$ cat config.mk
export PLATFORM = sky130hd
export DESIGN_NAME = motor_start_stall_fault_monitor
export DESIGN_NICKNAME = d
export VERILOG_FILES = /design/src/hw/rtl/mssfm_pkg.sv /design/src/hw/rtl/mssfm_check.sv /design/src/hw/rtl/motor_start_stall_fault_monitor.sv
export SDC_FILE = /design/constraint.sdc
export NUM_CORES = 1
export LEC_CHECK = 0
export BUFFER_PORTS_ARGS = -buffer_cell sky130_fd_sc_hd__buf_2
export CAP_MARGIN = 0
export CORE_MARGIN = 3
export CORE_UTILIZATION = 50
export CTS_CLUSTER_SIZE = 14
export DETAILED_ROUTE_END_ITERATION = 10
export GPL_ROUTABILITY_DRIVEN = 0
export GPL_TIMING_DRIVEN = 0
export PLACE_DENSITY = 0.74
export SKIP_LAST_GASP = 1
export SLEW_MARGIN = 20
export SYNTH_ARGS = -nofsm -noshare
export SYNTH_HDL_FRONTEND = slang
export SYNTH_SLANG_ARGS = --single-unit
$ cat constraint.sdc
create_clock -name clk -period 2.75 [get_ports clk]
set_input_delay 0.55 -clock clk [delete_from_list [all_inputs] [get_ports clk]]
set_output_delay 0.55 -clock clk [all_outputs]
set_load 0.02 [all_outputs]
$ cat src/hw/rtl/mssfm_pkg.sv
// shared types, constants and helpers for the motor start and stall fault monitor
`default_nettype none

package mssfm_pkg;

	localparam int CFG_ADDR_W = 3;
	localparam int CFG_DATA_W = 16;

	// register indexes on the configuration port
	localparam logic [CFG_ADDR_W-1:0] CFG_START_OVERSPEED = 3'd0;
	localparam logic [CFG_ADDR_W-1:0] CFG_STALL_MIN_SPEED = 3'd1;
	localparam logic [CFG_ADDR_W-1:0] CFG_STALL_MAX_SPEED = 3'd2;
	localparam logic [CFG_ADDR_W-1:0] CFG_STALL_FAST_SPEED = 3'd3;
	localparam logic [CFG_ADDR_W-1:0] CFG_RESTART_LIMIT = 3'd4;

	// start fault levels
	localparam logic [1:0] START_NONE = 2'd0;
	localparam logic [1:0] START_OVERSPEED = 2'd1;
	localparam logic [1:0] START_LOW_EMF = 2'd2;
	localparam logic [1:0] START_MODE_TIMEOUT = 2'd3;

	// stall fault levels
	localparam logic [1:0] STALL_NONE = 2'd0;
	localparam logic [1:0] STALL_EMF = 2'd1;
	localparam logic [1:0] STALL_LOW_SPEED = 2'd2;
	localparam logic [1:0] STALL_HIGH_SPEED = 2'd3;

	// timing windows, in ticks
	localparam logic [10:0] START_WINDOW = 11'd1000;
	localparam logic [10:0] EMF_SETTLE = 11'd1500;
	localparam logic [8:0] MODE_TIMEOUT = 9'd400;
	localparam logic [10:0] WIN_MAX = 11'd2047;

	// thresholds
	localparam logic [15:0] START_EMF_MIN = 16'd20;
	localparam logic [15:0] SETTLE_EMF_MIN = 16'd5;
	localparam logic [4:0] LOW_EMF_TRIP = 5'd20;
	localparam logic [15:0] STALL_EMF_MIN = 16'd10;
	localparam logic [15:0] STALL_FAST_EMF_MIN = 16'd40;
	localparam logic [3:0] STALL_EMF_TRIP = 4'd10;
	localparam logic [3:0] STALL_SPEED_TRIP = 4'd8;
	localparam logic [15:0] RESTART_RUN_MS_MAX = 16'd2500;
	localparam logic [15:0] RESTART_DELAY_DEF = 16'd10;

	typedef struct packed {
		logic motor_running;
		logic signed [15:0] speed_filtered;
		logic [15:0] emf_level;
		logic signed [15:0] estimator_speed;
		logic in_startup_mode;
		logic [15:0] run_time_ms;
		logic [7:0] restart_count;
		logic restart_armed_now;
		logic [15:0] restart_delay_now;
	} item_t;

	typedef struct packed {
		logic shutdown;
		logic [1:0] start_fail_level;
		logic [1:0] stall_level;
		logic restart_armed_next;
		logic [15:0] restart_delay_next;
	} result_t;

	typedef struct packed {
		logic signed [15:0] start_overspeed_limit;
		logic signed [15:0] stall_min_speed;
		logic signed [15:0] stall_max_speed;
		logic signed [15:0] stall_fast_speed;
		logic [7:0] restart_limit;
	} cfg_t;

	typedef struct packed {
		logic [10:0] start_speed_window;
		logic [10:0] start_emf_window;
		logic [10:0] emf_settle_delay;
		logic [4:0] low_emf_score;
		logic [8:0] startup_mode_timer;
		logic [10:0] stall_delay;
		logic [3:0] stall_emf_score;
		logic [3:0] stall_speed_score;
	} mon_state_t;

	// saturating increment for the 11-bit window counters
	function automatic logic [10:0] inc11(input logic [10:0] v);
		return (v == WIN_MAX) ? WIN_MAX : v + 11'd1;
	endfunction

endpackage

`default_nettype wire

$ cat src/hw/rtl/mssfm_check.sv
// per-tick start and stall checks: next monitor state and the result beat
`default_nettype none

module mssfm_check (
	input  mssfm_pkg::item_t      item,
	input  mssfm_pkg::cfg_t       cfg,
	input  mssfm_pkg::mon_state_t st,
	output mssfm_pkg::mon_state_t st_next,
	output mssfm_pkg::result_t    result
);
	import mssfm_pkg::*;

	logic [1:0] start_lv;
	logic [1:0] stall_lv;
	logic       fault;
	logic       out_of_band;
	logic       emf_stall;

	assign out_of_band = (item.speed_filtered < cfg.stall_min_speed) ||
		(item.speed_filtered > cfg.stall_max_speed);
	assign emf_stall = (item.emf_level < STALL_EMF_MIN) ||
		((item.estimator_speed > cfg.stall_fast_speed) &&
		(item.emf_level < STALL_FAST_EMF_MIN));

	always_comb begin
		st_next  = st;
		start_lv = START_NONE;
		stall_lv = STALL_NONE;

		if (item.motor_running) begin
			// start check
			if (st.start_speed_window <= START_WINDOW) begin
				st_next.start_speed_window = inc11(st.start_speed_window);
				if ((item.speed_filtered > cfg.start_overspeed_limit) &&
					(item.emf_level < START_EMF_MIN)) begin
					st_next.start_speed_window = '0;
					start_lv = START_OVERSPEED;
				end
			end

			if (st.start_emf_window <= START_WINDOW) begin
				st_next.start_emf_window = inc11(st.start_emf_window);
				st_next.emf_settle_delay = inc11(st.emf_settle_delay);
				if (st_next.emf_settle_delay >= EMF_SETTLE) begin
					st_next.emf_settle_delay = EMF_SETTLE;
					if (item.emf_level < SETTLE_EMF_MIN) begin
						st_next.low_emf_score = st.low_emf_score + 5'd1;
						if (st_next.low_emf_score >= LOW_EMF_TRIP) begin
							st_next.emf_settle_delay = '0;
							st_next.low_emf_score = '0;
							start_lv = START_LOW_EMF;
						end
					end else if (st.low_emf_score != '0) begin
						st_next.low_emf_score = st.low_emf_score - 5'd1;
					end
				end
			end else begin
				st_next.low_emf_score = '0;
			end

			if (item.in_startup_mode) begin
				st_next.startup_mode_timer = st.startup_mode_timer + 9'd1;
				if (st_next.startup_mode_timer >= MODE_TIMEOUT) begin
					st_next.startup_mode_timer = '0;
					start_lv = START_MODE_TIMEOUT;
				end
			end

			// stall check is skipped once a start fault stopped the drive
			if (start_lv == START_NONE) begin
				if (st.stall_delay <= START_WINDOW) begin
					st_next.stall_delay = inc11(st.stall_delay);
				end else begin
					if (emf_stall) begin
						st_next.stall_emf_score = st.stall_emf_score + 4'd1;
						if (st_next.stall_emf_score >= STALL_EMF_TRIP) begin
							st_next.stall_emf_score = '0;
							stall_lv = STALL_EMF;
						end
					end else if (st.stall_emf_score != '0) begin
						st_next.stall_emf_score = st.stall_emf_score - 4'd1;
					end

					// speed fault overrides an emf fault in the same tick
					if (out_of_band) begin
						st_next.stall_speed_score = st.stall_speed_score + 4'd1;
						if (st_next.stall_speed_score >= STALL_SPEED_TRIP) begin
							st_next.stall_speed_score = '0;
							stall_lv = (item.speed_filtered < cfg.stall_min_speed) ?
								STALL_LOW_SPEED : STALL_HIGH_SPEED;
						end
					end else if (st.stall_speed_score != '0) begin
						st_next.stall_speed_score = st.stall_speed_score - 4'd1;
					end
				end
			end
		end
	end

	assign fault = (start_lv != START_NONE) || (stall_lv != STALL_NONE);

	always_comb begin
		result.shutdown           = fault;
		result.start_fail_level   = start_lv;
		result.stall_level        = stall_lv;
		result.restart_armed_next = item.restart_armed_now;
		result.restart_delay_next = item.restart_delay_now;
		if (fault && !item.restart_armed_now) begin
			if ((item.run_time_ms < RESTART_RUN_MS_MAX) &&
				(item.restart_count < cfg.restart_limit)) begin
				result.restart_armed_next = 1'b1;
				if (item.restart_delay_now == '0) begin
					result.restart_delay_next = RESTART_DELAY_DEF;
				end
			end else begin
				result.restart_armed_next = 1'b0;
				result.restart_delay_next = '0;
			end
		end
	end

endmodule

`default_nettype wire

$ cat src/hw/rtl/motor_start_stall_fault_monitor.sv
// motor start and stall fault monitor: top level with state, config and result registers
// each accepted item beat gives its result beat from the result register in the next cycle
// throughput: one item per cycle unless result_ready holds the output; the single result register is the only stage
// a new item is taken whenever the result register is empty or being drained
// reset: all check counters clear to zero, config registers take their defaults,
// and no result is pending
`default_nettype none

module motor_start_stall_fault_monitor (
	input  wire                                      clk,
	input  wire                                      arst_n,
	input  wire                                      item_valid,
	output logic                                     item_ready,
	input  mssfm_pkg::item_t                         item,
	output logic                                     result_valid,
	input  wire                                      result_ready,
	output mssfm_pkg::result_t                       result,
	input  wire                                      cfg_we,
	input  wire  [mssfm_pkg::CFG_ADDR_W-1:0]         cfg_addr,
	input  wire  [mssfm_pkg::CFG_DATA_W-1:0]         cfg_wdata
);
	import mssfm_pkg::*;

	cfg_t       cfg_q;
	mon_state_t state_q;
	mon_state_t state_next;
	result_t    result_comb;
	result_t    result_q;
	logic       result_valid_q;
	logic       item_fire;

	assign item_ready = !result_valid_q || result_ready;
	assign item_fire  = item_valid && item_ready;

	mssfm_check u_check (
		.item    (item),
		.cfg     (cfg_q),
		.st      (state_q),
		.st_next (state_next),
		.result  (result_comb)
	);

	always_ff @(posedge clk or negedge arst_n) begin
		if (!arst_n) begin
			cfg_q.start_overspeed_limit <= 16'sd30000;
			cfg_q.stall_min_speed       <= 16'sd1000;
			cfg_q.stall_max_speed       <= 16'sd30000;
			cfg_q.stall_fast_speed      <= 16'sd800;
			cfg_q.restart_limit         <= 8'd3;
		end else if (cfg_we) begin
			unique case (cfg_addr)
				CFG_START_OVERSPEED:  cfg_q.start_overspeed_limit <= cfg_wdata;
				CFG_STALL_MIN_SPEED:  cfg_q.stall_min_speed <= cfg_wdata;
				CFG_STALL_MAX_SPEED:  cfg_q.stall_max_speed <= cfg_wdata;
				CFG_STALL_FAST_SPEED: cfg_q.stall_fast_speed <= cfg_wdata;
				CFG_RESTART_LIMIT:    cfg_q.restart_limit <= cfg_wdata[7:0];
				default: ;
			endcase
		end
	end

	always_ff @(posedge clk or negedge arst_n) begin
		if (!arst_n) begin
			state_q        <= '0;
			result_valid_q <= 1'b0;
		end else begin
			if (item_fire) begin
				state_q <= state_next;
			end
			if (item_fire) begin
				result_valid_q <= 1'b1;
			end else if (result_ready) begin
				result_valid_q <= 1'b0;
			end
		end
	end

	// payload only, no reset needed
	always_ff @(posedge clk) begin
		if (item_fire) begin
			result_q <= result_comb;
		end
	end

	assign result_valid = result_valid_q;
	assign result       = result_q;

endmodule

`default_nettype wire
# ---- Yosys cells after proc, flatten, opt, wreduce, memory -nomap -nowiden
# Cells that the tools add are included.
dict set report classes {
  reduce_logical 34
  bitwise_logic 1
  magnitude_cmp 18
  add_sub_neg 11
  muxes 41
  n_eq_ne 10
}
# op count
set ops {}
lappend ops {{11-bit two-way mux} 6}
lappend ops {{16-bit greater-than comparator} 3}
lappend ops {{16-bit two-way mux} 3}
lappend ops {{11-bit by 1-bit adder with 11-bit output (second input constant)} 4}
lappend ops {{11-bit == test (second input constant)} 4}
lappend ops {{17-bit two-way mux} 2}
lappend ops {{11-bit by 10-bit <= comparator with 1-bit output (second input constant)} 3}
lappend ops {{2-bit two-way mux} 15}
lappend ops {{4-bit two-way mux} 6}
lappend ops {{16-bit zero test} 1}
lappend ops {{16-bit by 12-bit less-than comparator with 1-bit output (second input constant)} 1}
lappend ops {{16-bit less-than comparator} 1}
lappend ops {{16-bit by 3-bit less-than comparator with 1-bit output (second input constant)} 1}
lappend ops {{16-bit by 4-bit less-than comparator with 1-bit output (second input constant)} 1}
lappend ops {{16-bit by 5-bit less-than comparator with 1-bit output (second input constant)} 1}
lappend ops {{16-bit by 6-bit less-than comparator with 1-bit output (second input constant)} 1}
lappend ops {{5-bit two-way mux} 3}
lappend ops {{11-bit >= comparator (second input constant)} 1}
lappend ops {{2-bit AND reduction} 5}
lappend ops {{5-bit AND reduction} 2}
lappend ops {{2-bit nonzero test} 5}
lappend ops {{9-bit by 1-bit adder with 9-bit output (second input constant)} 1}
lappend ops {{9-bit >= comparator (second input constant)} 1}
lappend ops {{9-bit two-way mux} 1}
lappend ops {{23 further kinds} 43}
dict set report word_totals {
  register_bits 161
  inputBits 115
  word_cells 134
  output_inout_bits 24
}

# ---- Depth between registers and ports, before layout
dict set report logic_depth {
  depth_word 18
  mapped_depth 12
  mapped_depth_nobuf 11
}

# ---- Cells and area by module
# A second synthesis with hierarchy kept.
dict set report hier_totals {
  cells_unflattened 1058
  hier_area_um2 10577.6
}
# module instances cells_per_inst area_per_inst_um2
set by_module_without_submodules {}
lappend by_module_without_submodules {motor_start_stall_fault_monitor 1 322 5933.2}
lappend by_module_without_submodules {mssfm_check 1 736 4644.5}

# ---- Worst setup path after synthesis
# No wires, ideal clock.
dict set report synth_path {
  path_type {input to register}
  from {input item[72] (netlist bit)}
  to {register result_q, in the netlist result[10] (data pin)}
  t_arrival_ps 2670
  slack_ps -175
  setup_ps 255
  path_buffers 1
  stages 10
  cell_sequence {or4_4 nor4_4 nand3_2 nor4_4 and2_4 a31oi_4 o211ai_2 nand3_2 buf_2 and2_1}
}
# item line_no
set synth_rtl {}
lappend synth_rtl {{start, declared} motor_start_stall_fault_monitor.sv:14} ;# input mssfm_pkg::item_t item,
lappend synth_rtl {{end signal, assigned} motor_start_stall_fault_monitor.sv:81} ;# result_q <= result_comb;
lappend synth_rtl {{end, declared} motor_start_stall_fault_monitor.sv:28} ;# result_t result_q;

==> results by group <==
Run status
  • Status: finished, violations left
  • Failing checks: setup timing

STA
  • Fin. Hold Viols: 0
  • Final worst-path cycle share: 1.12
  • Slew Viols, Final: 0
  • Measured slew at the worst slew-check pin: 743 ps
  • Peak Freq: 326 MHz
  • Setup Skew: 10.7 ps
  • Max-slew headroom: 0.502
  • Final setup viols: 38
  • RSZ-0062 raised after global routing: yes
  • Final Critical Period: 3070 ps
  • Crit path setup slack, layout: -319 ps

Power
  • Max VDD drop: 0.000448 V
  • Sequential Power Share: 0.433
  • Int Pwr: 5.02 mW
  • Lkg Pwr: 5.46 nW
  • Comb pwr share: 0.266
  • P per Cell Area: 600 nW/um^2
  • Clock power share: 0.301
  • Sw frac: 0.317
  • Sw Pwr: 2.34 mW

Worst setup path
  • Max stage delay on crit path: 540 ps
  • Worst Path Required: 2930 ps
  • Critical Setup Path Class: reg -> reg
  • Crit end category: register
  • CP startpoint kind: register
  • CP cell instances: inv_2 > ha_4 > nand4_1 > nor4_4 > o21ai_2 > a31o_2 > a32o_2 > a22oi_2 > o211ai_2 > and3b_1 > o21a_1
  • Crit path DAT: 3250 ps
  • Max stage delay cell, worst path: dfstp_2
  • Critical Path Fanout Max: 4

Clock tree
  • Total CTS buffers: 17
  • Reg clk slew, reported paths: 60 ps
  • Clock Latency Late Sink: 430 ps
  • CTS sink count: 161
  • CTS tree: built
  • CTS root buf: clkbuf_16
  • Hold Buf Count CTS: 0
  • CTS Buffer Depth: 2
  • Max H-tree Level: 4

Layout
  • Antenna diodes: 0
  • Synth-to-layout area growth: 26.6%
  • Commonest non-fill, non-tap cell in the layout: buf_2
  • Layout Utilization: 0.649
  • Share of cells above drive strength 1: 0.316
  • Nets: 1,420
  • Most frequent cells in the layout: buf_2 (136), dfrtp_1 (114), nand2_1 (97)
  • Filler cell count: 1,497
  • Post-Layout Cell Count: 1,489

Floorplan
  • Die footprint: 21,100 um^2
  • Initial core utilization: 0.513
  • Ports: 139
  • Die H: 145 um
  • Std-Cell Rows: 50
  • Die extent in x: 145 um
  • Placeable Area: 18,900 um^2

Logic synthesis
  • Area share of the largest cell type after synthesis: 0.295
  • Post-synthesis cell type count: 81
  • Top cells by area, synth: dfrtp_1 (29%), ha_1 (12%), edfxtp_1 (6.8%)
  • Post-synthesis cell count: 1,026
  • Synthesized area per cell: 9.44 um^2
  • Netlist Area Pre-Place: 9680 um^2
  • Ys flop type: dfrtp_1
  • Async SR Flop Fraction: 0.863
  • Leading area contributor after synthesis: dfrtp_1
  • Sequential share of the synthesized area: 0.431
  • Seq cells post-synth: 161
  • Ys Warns: 0
  • Syn Nets: 1,230
  • Post-synth EDFFs: 22

Route
  • Detail Route Antenna Nets: 0
  • Vias per Instance: 5.53
  • Drt total wl: 24,100 um
  • Pre-antenna DRT Iters: 5
  • DRC Markers: 0
  • WL per Instance: 16.2 um
  • Initial DRC count: 574
  • DR vias: 8,234

Place
  • IO Port Bufs: 136
  • Post-Place Cells: 1,423
  • DP Wirelength: 17,000 um

Global routing
  • Overall Global Routing Usage: 0.219
  • Overflow after GRT: 0
  • Global-route wire length before repair: 38,400 um
  • Initial antenna violation count: 0
  • Vias in the first global route: 7,887
  • Largest net degree at the start of global routing: 83

Min path
  • Worst hold-check path type: in -> async

Run
  • Max-Cap Viols: 0
[cells in the mapped netlist, types with 7 or more instances]
cell	instances
nor2_1	55
xnor2_1	18
mux2_2	22
nand3_1	33
ha_1	89
edfxtp_1	22
a21o_1	16
nor2b_1	10
and3_1	18
nand2_1	102
a31oi_1	13
a21oi_1	52
nand2b_1	14
clkbuf_1	26
nor4_1	12
nand4_1	24
o21a_1	7
dfrtp_1	114
and2_1	21
o21ai_0	96
o22a_1	7
nor3_1	15
dfstp_2	25
inv_1	99
o31ai_1	13
[cell families (layout without fill, tap and decap cells)]
group / after synthesis / in the layout / share of synthesized area
buf+inv: 132 / 335 / 0.0527
xor+xnor: 23 / 23 / 0.0208
mux: 25 / 25 / 0.0292
simple gates: 343 / 343 / 0.186
flops: 161 / 161 / 0.431
compound gates: 253 / 253 / 0.165
fa+ha+maj: 89 / 89 / 0.115
[worst max-delay path: cells and delay by family, from the launching register on]
family | cells | cell delay [ps]
compound gates | 6 | 1220
fa+ha+maj | 1 | 250
buf+inv | 1 | 40
flops | 1 | 540
simple gates | 3 | 760
[final timing paths]
| path | startpoint | to | slack (ps) | cells past startpoint |
|---|---|---|---|---|
| min in group clk | item_valid | result_valid | 330 | 2 |
| worst max register to register | cfg_q[17] | result[1] | -320 | 11 |
| worst max-delay path | cfg_q[17] | result[1] | -320 | 11 |
| worst min register to register | state_q[15] | state_q[15] | 480 | 1 |
| worst min-delay path | arst_n | state_q[11] | 40 | 1 |
| max in group asynchronous | arst_n | cfg_q[64] | 1920 | 2 |
[layer usage]
layer  global-route usage  wire (um)  vias to the layer above
met3               0.0422       1370                       36
met4               0.0850        406                        0
li1                     -          -                     4045
met1                0.297      10800                     3926
met2                0.350      11600                      227
met5                    0          0                        -
[sequential cells by signal (all words and copies together) (netlist names)]
| register | cells |
|---|---|
| cfg_q | 72 |
| result | 22 |
| result_valid | 1 |
| state_q | 66 |
[per-stage QoR]
stage	power (mW)	TNS [ps]	area [um^2]	hold slack, ps	setup WS, ps
floorplan	4.34	-276	9830	254	-27.6
global placement	4.78	-127840	10800	443	-872
detailed placement	4.87	-29520	10900	459	-664
CTS	7.19	-5730	11800	54.7	-334
global route	7.81	-12260	12300	76.7	-453
finish	7.36	-7630	12300	35.1	-319
[power by group through the flow]
stage          clock [mW]  sequential [mW]  combinational [mW]
6_report             2.21             3.19                1.96
5_1_grt              2.34             3.24                2.23
4_1_cts              2.25             3.16                1.77
3_5_place_dp            0             3.20                1.66
3_3_place_gp            0             3.19                1.59
2_1_floorplan           0             3.16                1.18
[area by class of cell]
class                      instances  area, um^2  area share
sequential                       161        4170       0.340
tap                              260         325      0.0265
clock buffer                      18         429      0.0350
inverter                          99         372      0.0303
buffer                            31         154      0.0126
clock inverter                    14         118     0.00959
timing repair buffer             173        1030      0.0837
multi-input combinational        733        5670       0.462
[timing repair]
action,in CTS,in global routing
pin swaps,35,39
setup buffers,18,17
resized for setup,59,73
gates cloned,2,0
endpoints found under the setup margin,70,53
Note: power is estimated with default switching activity, not from simulation.
